--- src/ple_pkg.sv ---
`default_nettype none

package ple_pkg;

   // command codes carried on req_tuser
   localparam logic CMD_INSERT = 1'b0;
   localparam logic CMD_DUMP   = 1'b1;

   // result status codes
   localparam logic [1:0] ST_OK    = 2'd0;
   localparam logic [1:0] ST_RANGE = 2'd1;
   localparam logic [1:0] ST_FULL  = 2'd2;

   // strobes from the sequencer to the node store
   typedef struct packed {
      logic val_we;
      logic link_we;
      logic rd_en;
   } store_ctl_type;

endpackage

`default_nettype wire

--- src/ple_store.sv ---
`default_nettype none

module ple_store #(
   parameter int CAPACITY = 64,
   parameter int ELEM_WIDTH = 64,
   localparam int SlotWidth = $clog2(CAPACITY)
) (
   input  wire logic                  clock,
   input  wire ple_pkg::store_ctl_type ctl,
   input  wire logic [SlotWidth-1:0]  rd_addr,
   input  wire logic [SlotWidth-1:0]  val_waddr,
   input  wire logic [ELEM_WIDTH-1:0] val_wdata,
   input  wire logic [SlotWidth-1:0]  link_waddr,
   input  wire logic [SlotWidth-1:0]  link_wdata,
   output logic      [ELEM_WIDTH-1:0] val_rd,
   output logic      [SlotWidth-1:0]  link_rd
);
   import ple_pkg::*;

   logic [ELEM_WIDTH-1:0] values_mem [CAPACITY];
   logic [SlotWidth-1:0]  links_mem  [CAPACITY];
   logic [ELEM_WIDTH-1:0] val_rd_ff;
   logic [SlotWidth-1:0]  link_rd_ff;

   always_ff @(posedge clock) begin
      if (ctl.val_we) begin
         values_mem[val_waddr] <= val_wdata;
      end
      if (ctl.rd_en) begin
         val_rd_ff <= values_mem[rd_addr];
      end
   end

   always_ff @(posedge clock) begin
      if (ctl.link_we) begin
         links_mem[link_waddr] <= link_wdata;
      end
      if (ctl.rd_en) begin
         link_rd_ff <= links_mem[rd_addr];
      end
   end

   assign val_rd  = val_rd_ff;
   assign link_rd = link_rd_ff;

endmodule

`default_nettype wire

--- src/positional_list_engine.sv ---
// positional_list_engine: bounded singly linked list of element words.
// req channel: req_tuser selects insert or dump; req_tdata carries the value
// and the insert position. Items are taken only while the sequencer is idle.
// rsp channel: one result per insert (status and new length, tlast set);
// a dump gives one result per element in list order with tlast on the final
// one, or a single result with element_valid clear when the list is empty.
// An insert at position p walks the list link by link through the link
// memory, then makes two link writes on its single write port; head inserts
// write their node straight away and rejected inserts go straight to the
// result. A dump streams one element per cycle while rsp_tready stays high,
// the node memories having registered reads. The next item is accepted while
// the final result still sits in the output register.
// When rsp_tready is low the output register holds and the dump walk pauses
// without losing its place. Reset empties the list at once; the node memories
// need no clearing since only written entries are ever followed.
`default_nettype none

module positional_list_engine #(
   parameter int CAPACITY = 64,
   parameter int ELEM_WIDTH = 64,
   localparam int CountWidth = $clog2(CAPACITY + 1),
   localparam int SlotWidth = $clog2(CAPACITY),
   localparam int DataWidth = ((ELEM_WIDTH + CountWidth + 7) / 8) * 8
) (
   input  wire logic                 clock,
   input  wire logic                 reset,
   input  wire logic                 req_tvalid,
   output logic                      req_tready,
   input  wire logic [DataWidth-1:0] req_tdata,  // value, position
   input  wire logic                 req_tuser,  // command
   output logic                      rsp_tvalid,
   input  wire logic                 rsp_tready,
   output logic      [DataWidth-1:0] rsp_tdata,  // count, element
   output logic      [2:0]           rsp_tuser,  // status, element_valid
   output logic                      rsp_tlast
);
   import ple_pkg::*;

   localparam int PadWidth = DataWidth - ELEM_WIDTH - CountWidth;

   typedef enum logic [4:0] {
      S_IDLE   = 5'b00001,
      S_WALK   = 5'b00010,
      S_LINK   = 5'b00100,
      S_FINISH = 5'b01000,
      S_DUMP   = 5'b10000
   } state_type;

   state_type             state_ff, state_in;
   logic [SlotWidth-1:0]  head_ff, head_in;
   logic [CountWidth-1:0] count_ff, count_in;
   logic [SlotWidth-1:0]  cur_ff, cur_in;
   logic [CountWidth-1:0] rem_ff, rem_in;
   logic                  append_ff, append_in;
   logic [1:0]            status_ff, status_in;

   logic                  rsp_valid_ff, rsp_valid_in;
   logic [1:0]            out_status_ff, out_status_in;
   logic [CountWidth-1:0] out_count_ff, out_count_in;
   logic [ELEM_WIDTH-1:0] out_elem_ff, out_elem_in;
   logic                  out_ev_ff, out_ev_in;
   logic                  out_last_ff, out_last_in;

   store_ctl_type         ctl;
   logic [SlotWidth-1:0]  rd_addr;
   logic [SlotWidth-1:0]  link_waddr;
   logic [SlotWidth-1:0]  link_wdata;
   logic [ELEM_WIDTH-1:0] val_rd;
   logic [SlotWidth-1:0]  link_rd;

   logic                  req_accept;
   logic                  out_free;
   logic                  load;
   logic [ELEM_WIDTH-1:0] req_value;
   logic [CountWidth-1:0] req_position;
   logic [SlotWidth-1:0]  slot;

   assign req_value    = req_tdata[ELEM_WIDTH-1:0];
   assign req_position = req_tdata[ELEM_WIDTH +: CountWidth];
   assign req_tready   = (state_ff == S_IDLE);
   assign req_accept   = req_tvalid && req_tready;
   assign out_free     = !rsp_valid_ff || rsp_tready;
   // new nodes take slots in arrival order
   assign slot         = count_ff[SlotWidth-1:0];

   ple_store #(
      .CAPACITY  (CAPACITY),
      .ELEM_WIDTH(ELEM_WIDTH)
   ) u_store (
      .clock     (clock),
      .ctl       (ctl),
      .rd_addr   (rd_addr),
      .val_waddr (slot),
      .val_wdata (req_value),
      .link_waddr(link_waddr),
      .link_wdata(link_wdata),
      .val_rd    (val_rd),
      .link_rd   (link_rd)
   );

   always_comb begin
      state_in   = state_ff;
      head_in    = head_ff;
      count_in   = count_ff;
      cur_in     = cur_ff;
      rem_in     = rem_ff;
      append_in  = append_ff;
      status_in  = status_ff;
      ctl        = '0;
      rd_addr    = link_rd;
      link_waddr = slot;
      link_wdata = link_rd;
      load       = 1'b0;
      out_status_in = out_status_ff;
      out_count_in  = out_count_ff;
      out_elem_in   = out_elem_ff;
      out_ev_in     = out_ev_ff;
      out_last_in   = out_last_ff;

      unique case (state_ff)
         S_IDLE: begin
            rd_addr = head_ff;
            if (req_accept) begin
               status_in = ST_OK;
               priority if (req_tuser == CMD_DUMP) begin
                  if (count_ff == '0) begin
                     state_in = S_FINISH;
                  end else begin
                     ctl.rd_en = 1'b1;
                     rem_in    = count_ff - CountWidth'(1);
                     state_in  = S_DUMP;
                  end
               end else if (req_position > count_ff) begin
                  status_in = ST_RANGE;
                  state_in  = S_FINISH;
               end else if (count_ff == CountWidth'(CAPACITY)) begin
                  status_in = ST_FULL;
                  state_in  = S_FINISH;
               end else if (req_position == '0) begin
                  ctl.val_we  = 1'b1;
                  ctl.link_we = 1'b1;
                  link_wdata  = head_ff;
                  head_in     = slot;
                  count_in    = count_ff + CountWidth'(1);
                  state_in    = S_FINISH;
               end else begin
                  // walk to the node just before the position
                  ctl.val_we = 1'b1;
                  ctl.rd_en  = 1'b1;
                  cur_in     = head_ff;
                  rem_in     = req_position - CountWidth'(1);
                  append_in  = (req_position == count_ff);
                  state_in   = S_WALK;
               end
            end
         end
         S_WALK: begin
            if (rem_ff == '0) begin
               // link_rd holds the successor of cur_ff
               ctl.link_we = 1'b1;
               link_waddr  = slot;
               link_wdata  = append_ff ? '0 : link_rd;
               state_in    = S_LINK;
            end else begin
               ctl.rd_en = 1'b1;
               cur_in    = link_rd;
               rem_in    = rem_ff - CountWidth'(1);
            end
         end
         S_LINK: begin
            ctl.link_we = 1'b1;
            link_waddr  = cur_ff;
            link_wdata  = slot;
            count_in    = count_ff + CountWidth'(1);
            state_in    = S_FINISH;
         end
         S_FINISH: begin
            if (out_free) begin
               load          = 1'b1;
               out_status_in = status_ff;
               out_count_in  = count_ff;
               out_elem_in   = '0;
               out_ev_in     = 1'b0;
               out_last_in   = 1'b1;
               state_in      = S_IDLE;
            end
         end
         S_DUMP: begin
            // the read data stays put while the output stalls
            if (out_free) begin
               load          = 1'b1;
               out_status_in = ST_OK;
               out_count_in  = count_ff;
               out_elem_in   = val_rd;
               out_ev_in     = 1'b1;
               out_last_in   = (rem_ff == '0);
               if (rem_ff == '0) begin
                  state_in = S_IDLE;
               end else begin
                  ctl.rd_en = 1'b1;
                  rem_in    = rem_ff - CountWidth'(1);
               end
            end
         end
         default: begin
            state_in = S_IDLE;
         end
      endcase
   end

   always_comb begin
      if (load) begin
         rsp_valid_in = 1'b1;
      end else if (rsp_tready) begin
         rsp_valid_in = 1'b0;
      end else begin
         rsp_valid_in = rsp_valid_ff;
      end
   end

   always_ff @(posedge clock) begin
      if (reset) begin
         state_ff     <= S_IDLE;
         head_ff      <= '0;
         count_ff     <= '0;
         rsp_valid_ff <= 1'b0;
      end else begin
         state_ff     <= state_in;
         head_ff      <= head_in;
         count_ff     <= count_in;
         rsp_valid_ff <= rsp_valid_in;
      end
   end

   always_ff @(posedge clock) begin
      cur_ff        <= cur_in;
      rem_ff        <= rem_in;
      append_ff     <= append_in;
      status_ff     <= status_in;
      out_status_ff <= out_status_in;
      out_count_ff  <= out_count_in;
      out_elem_ff   <= out_elem_in;
      out_ev_ff     <= out_ev_in;
      out_last_ff   <= out_last_in;
   end

   assign rsp_tvalid = rsp_valid_ff;
   assign rsp_tdata  = {{PadWidth{1'b0}}, out_elem_ff, out_count_ff};
   assign rsp_tuser  = {out_ev_ff, out_status_ff};
   assign rsp_tlast  = out_last_ff;

   a_count_bound: assert property (@(posedge clock) disable iff (reset)
      count_ff <= CountWidth'(CAPACITY))
      else $error("element count above capacity");

   a_walk_in_list: assert property (@(posedge clock) disable iff (reset)
      (state_ff == S_WALK) |-> (rem_ff < count_ff))
      else $error("insert walk runs past the list");

   a_dump_in_list: assert property (@(posedge clock) disable iff (reset)
      (state_ff == S_DUMP) |-> (rem_ff < count_ff))
      else $error("dump walk runs past the list");

   a_splice_distinct: assert property (@(posedge clock) disable iff (reset)
      (state_ff == S_LINK) |-> (cur_ff != slot))
      else $error("splice node equals new slot");

   a_element_ok: assert property (@(posedge clock) disable iff (reset)
      (rsp_valid_ff && out_ev_ff) |-> (out_status_ff == ST_OK))
      else $error("element item carries an error status");

endmodule

`default_nettype wire
--- config.mk ---
export PLATFORM = sky130hd
export DESIGN_NAME = positional_list_engine
export DESIGN_NICKNAME = d
export VERILOG_FILES = /design/src/ple_pkg.sv /design/src/ple_store.sv /design/src/positional_list_engine.sv
export SDC_FILE = /design/constraint.sdc
export NUM_CORES = 2
export LEC_CHECK = 0
export CAP_MARGIN = 20
export CORE_MARGIN = 1
export CORE_UTILIZATION = 50
export CTS_CLUSTER_DIAMETER = 150
export DETAILED_ROUTE_END_ITERATION = 12
export DONT_BUFFER_PORTS = 1
export GPL_TIMING_DRIVEN = 0
export PLACE_DENSITY_LB_ADDON = 0.25
export SLEW_MARGIN = 20
export SYNTH_ARGS = -nofsm -noshare
export SYNTH_HDL_FRONTEND = slang
export SYNTH_HIERARCHICAL = 1
export SYNTH_MEMORY_MAX_BITS = 65536
export SYNTH_SLANG_ARGS = --single-unit
--- constraint.sdc ---
create_clock -name clock -period 8.8 [get_ports clock]
set_clock_uncertainty 0.05 [all_clocks]
set_input_delay 0.88 -clock clock [delete_from_list [all_inputs] [get_ports clock]]
set_output_delay 0.88 -clock clock [all_outputs]
set_load 0.01 [all_outputs]
* Yosys cells after proc, flatten, opt, wreduce, memory -nomap -nowiden
Memory sizes are Yosys's and may differ from the RTL's. A register that Yosys moved wholly into a read port is not among the register bits.
Index checks and enable logic that the tools add are counted.
** Operators by class
- Multiplexer cells :: 78
- Divide/modulo/power cells :: 0
- Bitwise gates (word level) :: 4
- Add/sub/neg operators :: 4
- Equal/unequal tests :: 22
- Shift-type cells :: 0
- Magnitude comparators :: 1
- Reduce and logical (&&, ||, !) cells :: 22
- Multipliers :: 0
** Operator list (count)
- $mux W64 :: 2
- $pmux W64 S2 :: 1
- $mux W7 :: 13
- $mux W6 :: 15
- $mux W5 :: 7
- $pmux W5 S5 :: 1
- $logic_not A7 Y1 :: 3
- $pmux W7 S3 :: 1
- $sub A7 B1 Y7 const B :: 3
- $mux W1 :: 20
- $ne A2 B2 Y1 const B :: 9
- $pmux W6 S3 :: 1
- $reduce_and A6 Y1 :: 3
- $pmux W7 S2 :: 1
- $reduce_and A7 Y1 :: 2
- $mux W4 :: 3
- $ne A3 B3 Y1 const B :: 4
- $pmux W6 S2 :: 1
- $mux W3 :: 3
- $mux W2 :: 4
- $reduce_bool A2 Y1 :: 4
- $add A7 B1 Y7 const B :: 1
- $eq A7 B7 Y1 :: 1
- $eq A7 B7 Y1 const B :: 1
- other kinds (19) :: 27
** Word-level totals
- Latch bits :: 0
- Output and inout port bits :: 78
- Bits in registers :: 110
- RAM bits :: 4480
- Word-level logic and storage cells :: 147
- Memories :: 2
- Bits in read-only memories :: 0
- Input port bits :: 77
** Memory list
- u_store.values_mem :: depth 64, width 64, read ports 1, clocked after Yosys merged registers in 1, write ports 1, RTL line ple_store.sv:20 : logic [ELEM_WIDTH-1:0] values_mem [CAPACITY];
- u_store.links_mem :: depth 64, width 6, read ports 1, clocked after Yosys merged registers in 1, write ports 1, RTL line ple_store.sv:21 : logic [SlotWidth-1:0] links_mem [CAPACITY];

* Longest topological paths before layout
- Depth after elaboration :: 9
- Mapped depth :: 16
- Depth with buffers taken out :: 10

* By module
The synthesis kept the hierarchy.
** Modules (own cells, without submodules)
- ple_store :: sequential area each 136631.0 sq um, area an instance 171527.0 sq um, instances 1, cells each 7200
- positional_list_engine :: sequential area each 3113.0 sq um, area an instance 5064.9 sq um, instances 1, cells each 427

* Worst setup path after synthesis
Ideal clock, no wire load.
- Kind :: input -> register
- Start :: input req_tdata[70]
- End :: memory u_store.values_mem[18][0], enable pin
- Path buffers :: 0
- Stages :: 9
- Slack :: 1.216 ns
- Setup time :: 0.565 ns
- Data required time :: 8.185 ns
- Data arrival time :: 6.969 ns
- Cells stage by stage :: ha_1 -> and4_1 -> a21boi_0 -> o21ai_1 -> nand3_1 -> inv_1 -> nor4bb_1 -> nand2_1 -> nor3_1
** RTL lines
- from (decl) :: RTL line positional_list_engine.sv:29 : input wire logic [DataWidth-1:0] req_tdata,
- to (decl) :: RTL line ple_store.sv:20

* Worst setup path in the final report
- Start :: register state_ff[1]
- End :: register u_store.link_rd_ff[5] (netlist: u_store/link_rd[5]) (read register of u_store.links_mem), data pin
** RTL lines
- from (decl) :: RTL line positional_list_engine.sv:49 : state_type state_ff, state_in;
- from (signal assigned) :: RTL line positional_list_engine.sv:228 : state_ff <= state_in;
- $eq A5 B1 Y1 :: RTL line positional_list_engine.sv:80 : assign req_tready = (state_ff == S_IDLE);
- net req_tready :: RTL line positional_list_engine.sv:28 : output logic req_tready,
- $mux W6 :: RTL line positional_list_engine.sv:120 : unique case (state_ff)
- net rd_addr[2] :: RTL line positional_list_engine.sv:65 : logic [SlotWidth-1:0] rd_addr;
- to (decl) :: RTL line ple_store.sv:23 : logic [SlotWidth-1:0] link_rd_ff;
The timed path passes the listed nets, and every way through them passes these cells.
A chain may end at the register's enable or synchronous reset.

==> qor.txt <==
================================================================================
Final routed DRC violation total                                               0
Max cap viols                                                                  0
Class of the tightest hold or removal check                         input port to flip-flop
Net total in the final layout                                              8,568
Cell variety after synth                                                      60
Total wire length                                                         546 mm
Yosys warning total                                                            6
Count of instances resized after the clock tree is built                       0
Antenna violations before repair                                              44
Buffers on Ports                                                               0
Arrival @ worst endpoint                                                 7.32 ns
Largest net degree at the start of global routing                             65
Via/cell ratio                                                              6.75
Hpwl dp                                                                   367 mm
Number of sinks driven by the clock tree                                   4,660
Largest cells by area after synthesis                               edfxtp_1, mux4_2, a22oi_1
Clk Tree Root Cell                                                     clkbuf_16
Post-detailed-route wirelength per cell                                  40.2 um
Die Span Y                                                                596 um
Worst-Margin Slew                                                        1.23 ns
Total congestion overflow                                                      0
Cell area after placement                                              0.189 mm2
I/O Pins                                                                     155
CTS tree                                                                     yes
Total iterations of the first detailed-routing run                             8
Number of register bits inferred by synthesis                              4,660
Fin. Hold Viols                                                                0
Relative area change from synthesis to final layout                        16.3%
Clock-pin slew on the worst setup and hold paths                         0.07 ns
Die width                                                                 596 um
Leakage power summed over all cells                                      63.1 nW
Result of the run                                                   finished, final reports clean
Worst VDD drop                                                            195 uV
Gate count of the mapped netlist                                           7,627
Timing-limited maximum frequency                                         151 MHz
Sequential cell area fraction in the yosys report                          0.791
Number of setup violations in the final report                                 0
Number of pins exceeding their max-slew limit in the final report              0
R2R cell count                                                                15
Cell depth of the worst hold path                                              1
Initial drt markers                                                        16.1k
Final weighted congestion in routability-driven placement                  0.889
CP required                                                              9.51 ns
Setup fix buffers added after clock tree synthesis                             0
Mapped Nets                                                                7,714
Via count of the first global-routing pass                                 88.1k
Fraction of layout instances using a drive strength above 1                0.281
Total global routing track utilization                                     0.305
Worst-skew pair later-pin latency                                        1.02 ns
Filler Cells Inserted                                                      24.5k
Mapped Avg Cell Area                                                    23.2 um2
Htree depth                                                                    5
Setup repair after global routing missed its margin                        false
Tightest hold margin                                                    0.121 ns
Starting density of the core                                               0.504
Startpoint type of the worst setup path                                flip-flop
Clock Path Buffers                                                             4
Layout Utilization                                                         0.586
Share of the clock period used by the worst path after layout              0.750
Post-synth EDFFs                                                           4,641
Share of the synthesized area in the top cell type                         0.789
First-pass GRT wire length                                                737 mm
Most used cells in the layout excluding fill and tap cells          edfxtp_1, mux4_2, clkbuf_16, a22oi_1, clkbuf_1
Std-Cell Core Area                                                     0.351 mm2
Slew margin rel.                                                           0.179
Count of standard-cell rows                                                  217
Cell area power density                                               247 mW/mm2
Nature of the critical path endpoint                                   flip-flop
Die area                                                               0.356 mm2
Category of the most critical setup path                            flip-flop to flip-flop
Number of vias after detailed routing                                      91.6k
Cell taking the most area after synthesis                               edfxtp_1
Ys async rst share                                                             0
Leading cell type in the layout, fill and taps excluded                 edfxtp_1
Number of CTS-inserted buffers                                               454
Most used flip-flop cell after synthesis                                edfxtp_1
Maximum fanout encountered on the critical timing path                        10
Combined area of all synthesized cells                                 0.177 mm2
Final min period                                                         6.60 ns
Final total negative setup slack                                            0 ns
Post-route design area                                                 0.205 mm2
Post-route antenna net violation count                                         0
================================================================================
[sequential cells by signal, indices dropped and copies added, names as in the netlist]
| signal | count |
|---|---|
| rsp_tvalid | 1 |
| out_status_ff | 2 |
| cur_ff | 6 |
| append_ff | 1 |
| state_ff | 5 |
| out_ev_ff | 1 |
| out_elem_ff | 64 |
| status_ff | 2 |
| u_store/values_mem | 4096 |
| count_ff | 7 |
| u_store/link_rd | 6 |
| rsp_tlast | 1 |
| u_store/links_mem | 384 |
| out_count_ff | 7 |
| u_store/val_rd | 64 |
| rem_ff | 7 |
| head_ff | 6 |
[area by class of cell]
cell class | instances | area, um2 | share of cell area
clock inverters | 270 | 2230 | 0.0109
flip-flops and latches | 4660 | 140000 | 0.681
multi-input cells | 2516 | 35100 | 0.171
inverters | 15 | 56.3 | 0.000274
diodes | 27 | 67.6 | 0.000329
repair buffers | 398 | 8180 | 0.0398
clock buffers | 555 | 11800 | 0.0576
well taps | 4708 | 5890 | 0.0287
plain buffers | 436 | 2200 | 0.0107
[stage by stage]
stage / instances / setup WS [ns] / power [mW]
floorplan: 7627 / 1.22 / 29.2
global placement: 12335 / -6.10 / 31.8
detailed placement: 12664 / 2.59 / 31.9
CTS: 13558 / 2.50 / 50.7
global route: 13568 / 2.44 / 51.8
finish: 13585 / 2.20 / 50.7
[repair_timing]
item	CTS	global route
hold buffers	69	0
endpoints found under the setup margin	0	0
endpoints found under the hold margin	4044	0
[final timing paths]
kind                      startpoint                 end  slack, ns
hold / removal            req_tvalid        status_ff[1]       0.12
setup / recovery         state_ff[1]  u_store/link_rd[5]       2.20
setup reg to reg         state_ff[1]  u_store/link_rd[5]       2.20
hold reg to reg   u_store/val_rd[56]     out_elem_ff[56]       0.48
[cell usage after synthesis (4+ instances only)]
cell type / number
dfxtp_1: 19
xor2_1: 4
edfxtp_1: 4641
a31oi_1: 22
o21ai_0: 20
inv_1: 15
buf_4: 59
buf_6: 11
nand3_1: 115
o22ai_1: 134
buf_2: 175
or3_1: 7
o211a_1: 25
nor3_1: 9
a221o_1: 7
mux2_2: 5
a21oi_1: 41
and2_1: 74
nor2b_1: 39
a22oi_1: 281
a211oi_1: 45
nand4_1: 7
nor2_1: 147
o221ai_1: 69
xnor2_1: 5
clkbuf_1: 171
mux2i_1: 156
mux4_2: 1120
o211ai_1: 4
nand3b_1: 9
and3_1: 24
nand2_1: 92
buf_1: 20
ha_1: 10
nand2b_1: 13
[layer usage]
metal  GRT usage  vias up  share of wire
met4       0.133       20          0.051
met1       0.421    48824           0.36
met3      0.0861     1162           0.14
met2       0.458     7062           0.45
met5           0        -        0.00078
li1            -    34569              -
[where the power goes]
| part | leakage (nW) | internal (mW) | switching [mW] |
|---|---|---|---|
| registers | 41.8 | 24.6 | 0.0431 |
| clock network | 6.85 | 10.4 | 8.30 |
| logic | 14.4 | 2.65 | 4.68 |
[logic make-up (layout without fill, tap and decap cells)]
group	Yosys count	count (layout)	share of synthesized area
flip-flops	4660	4660	0.791
multiplexers	1283	1283	0.152
AO/OA/AOI/OAI	658	658	0.0270
AND/OR/NAND/NOR	555	555	0.0158
buffers and inverters	451	1674	0.0125
adder cells (fa/ha/maj)	10	10	0.000709
XOR/XNOR	9	9	0.000446
other	1	28	0.0000212
[worst max-delay path: stages, from the launching register on]
cell and delay [ns]:
dfxtp_1 0.33, buf_6 0.13, nor2_1 0.20, nand3_1 0.19, inv_1 0.16, clkbuf_1 0.73
nand2_1 0.11, nand2_1 0.36, buf_2 0.41, buf_2 0.51, buf_2 0.49, buf_2 0.63
nand2_1 0.74, o221ai_1 0.50, o21ai_0 0.41, and3_1 0.33
No activity file was read; power rests on OpenSTA's default activity.
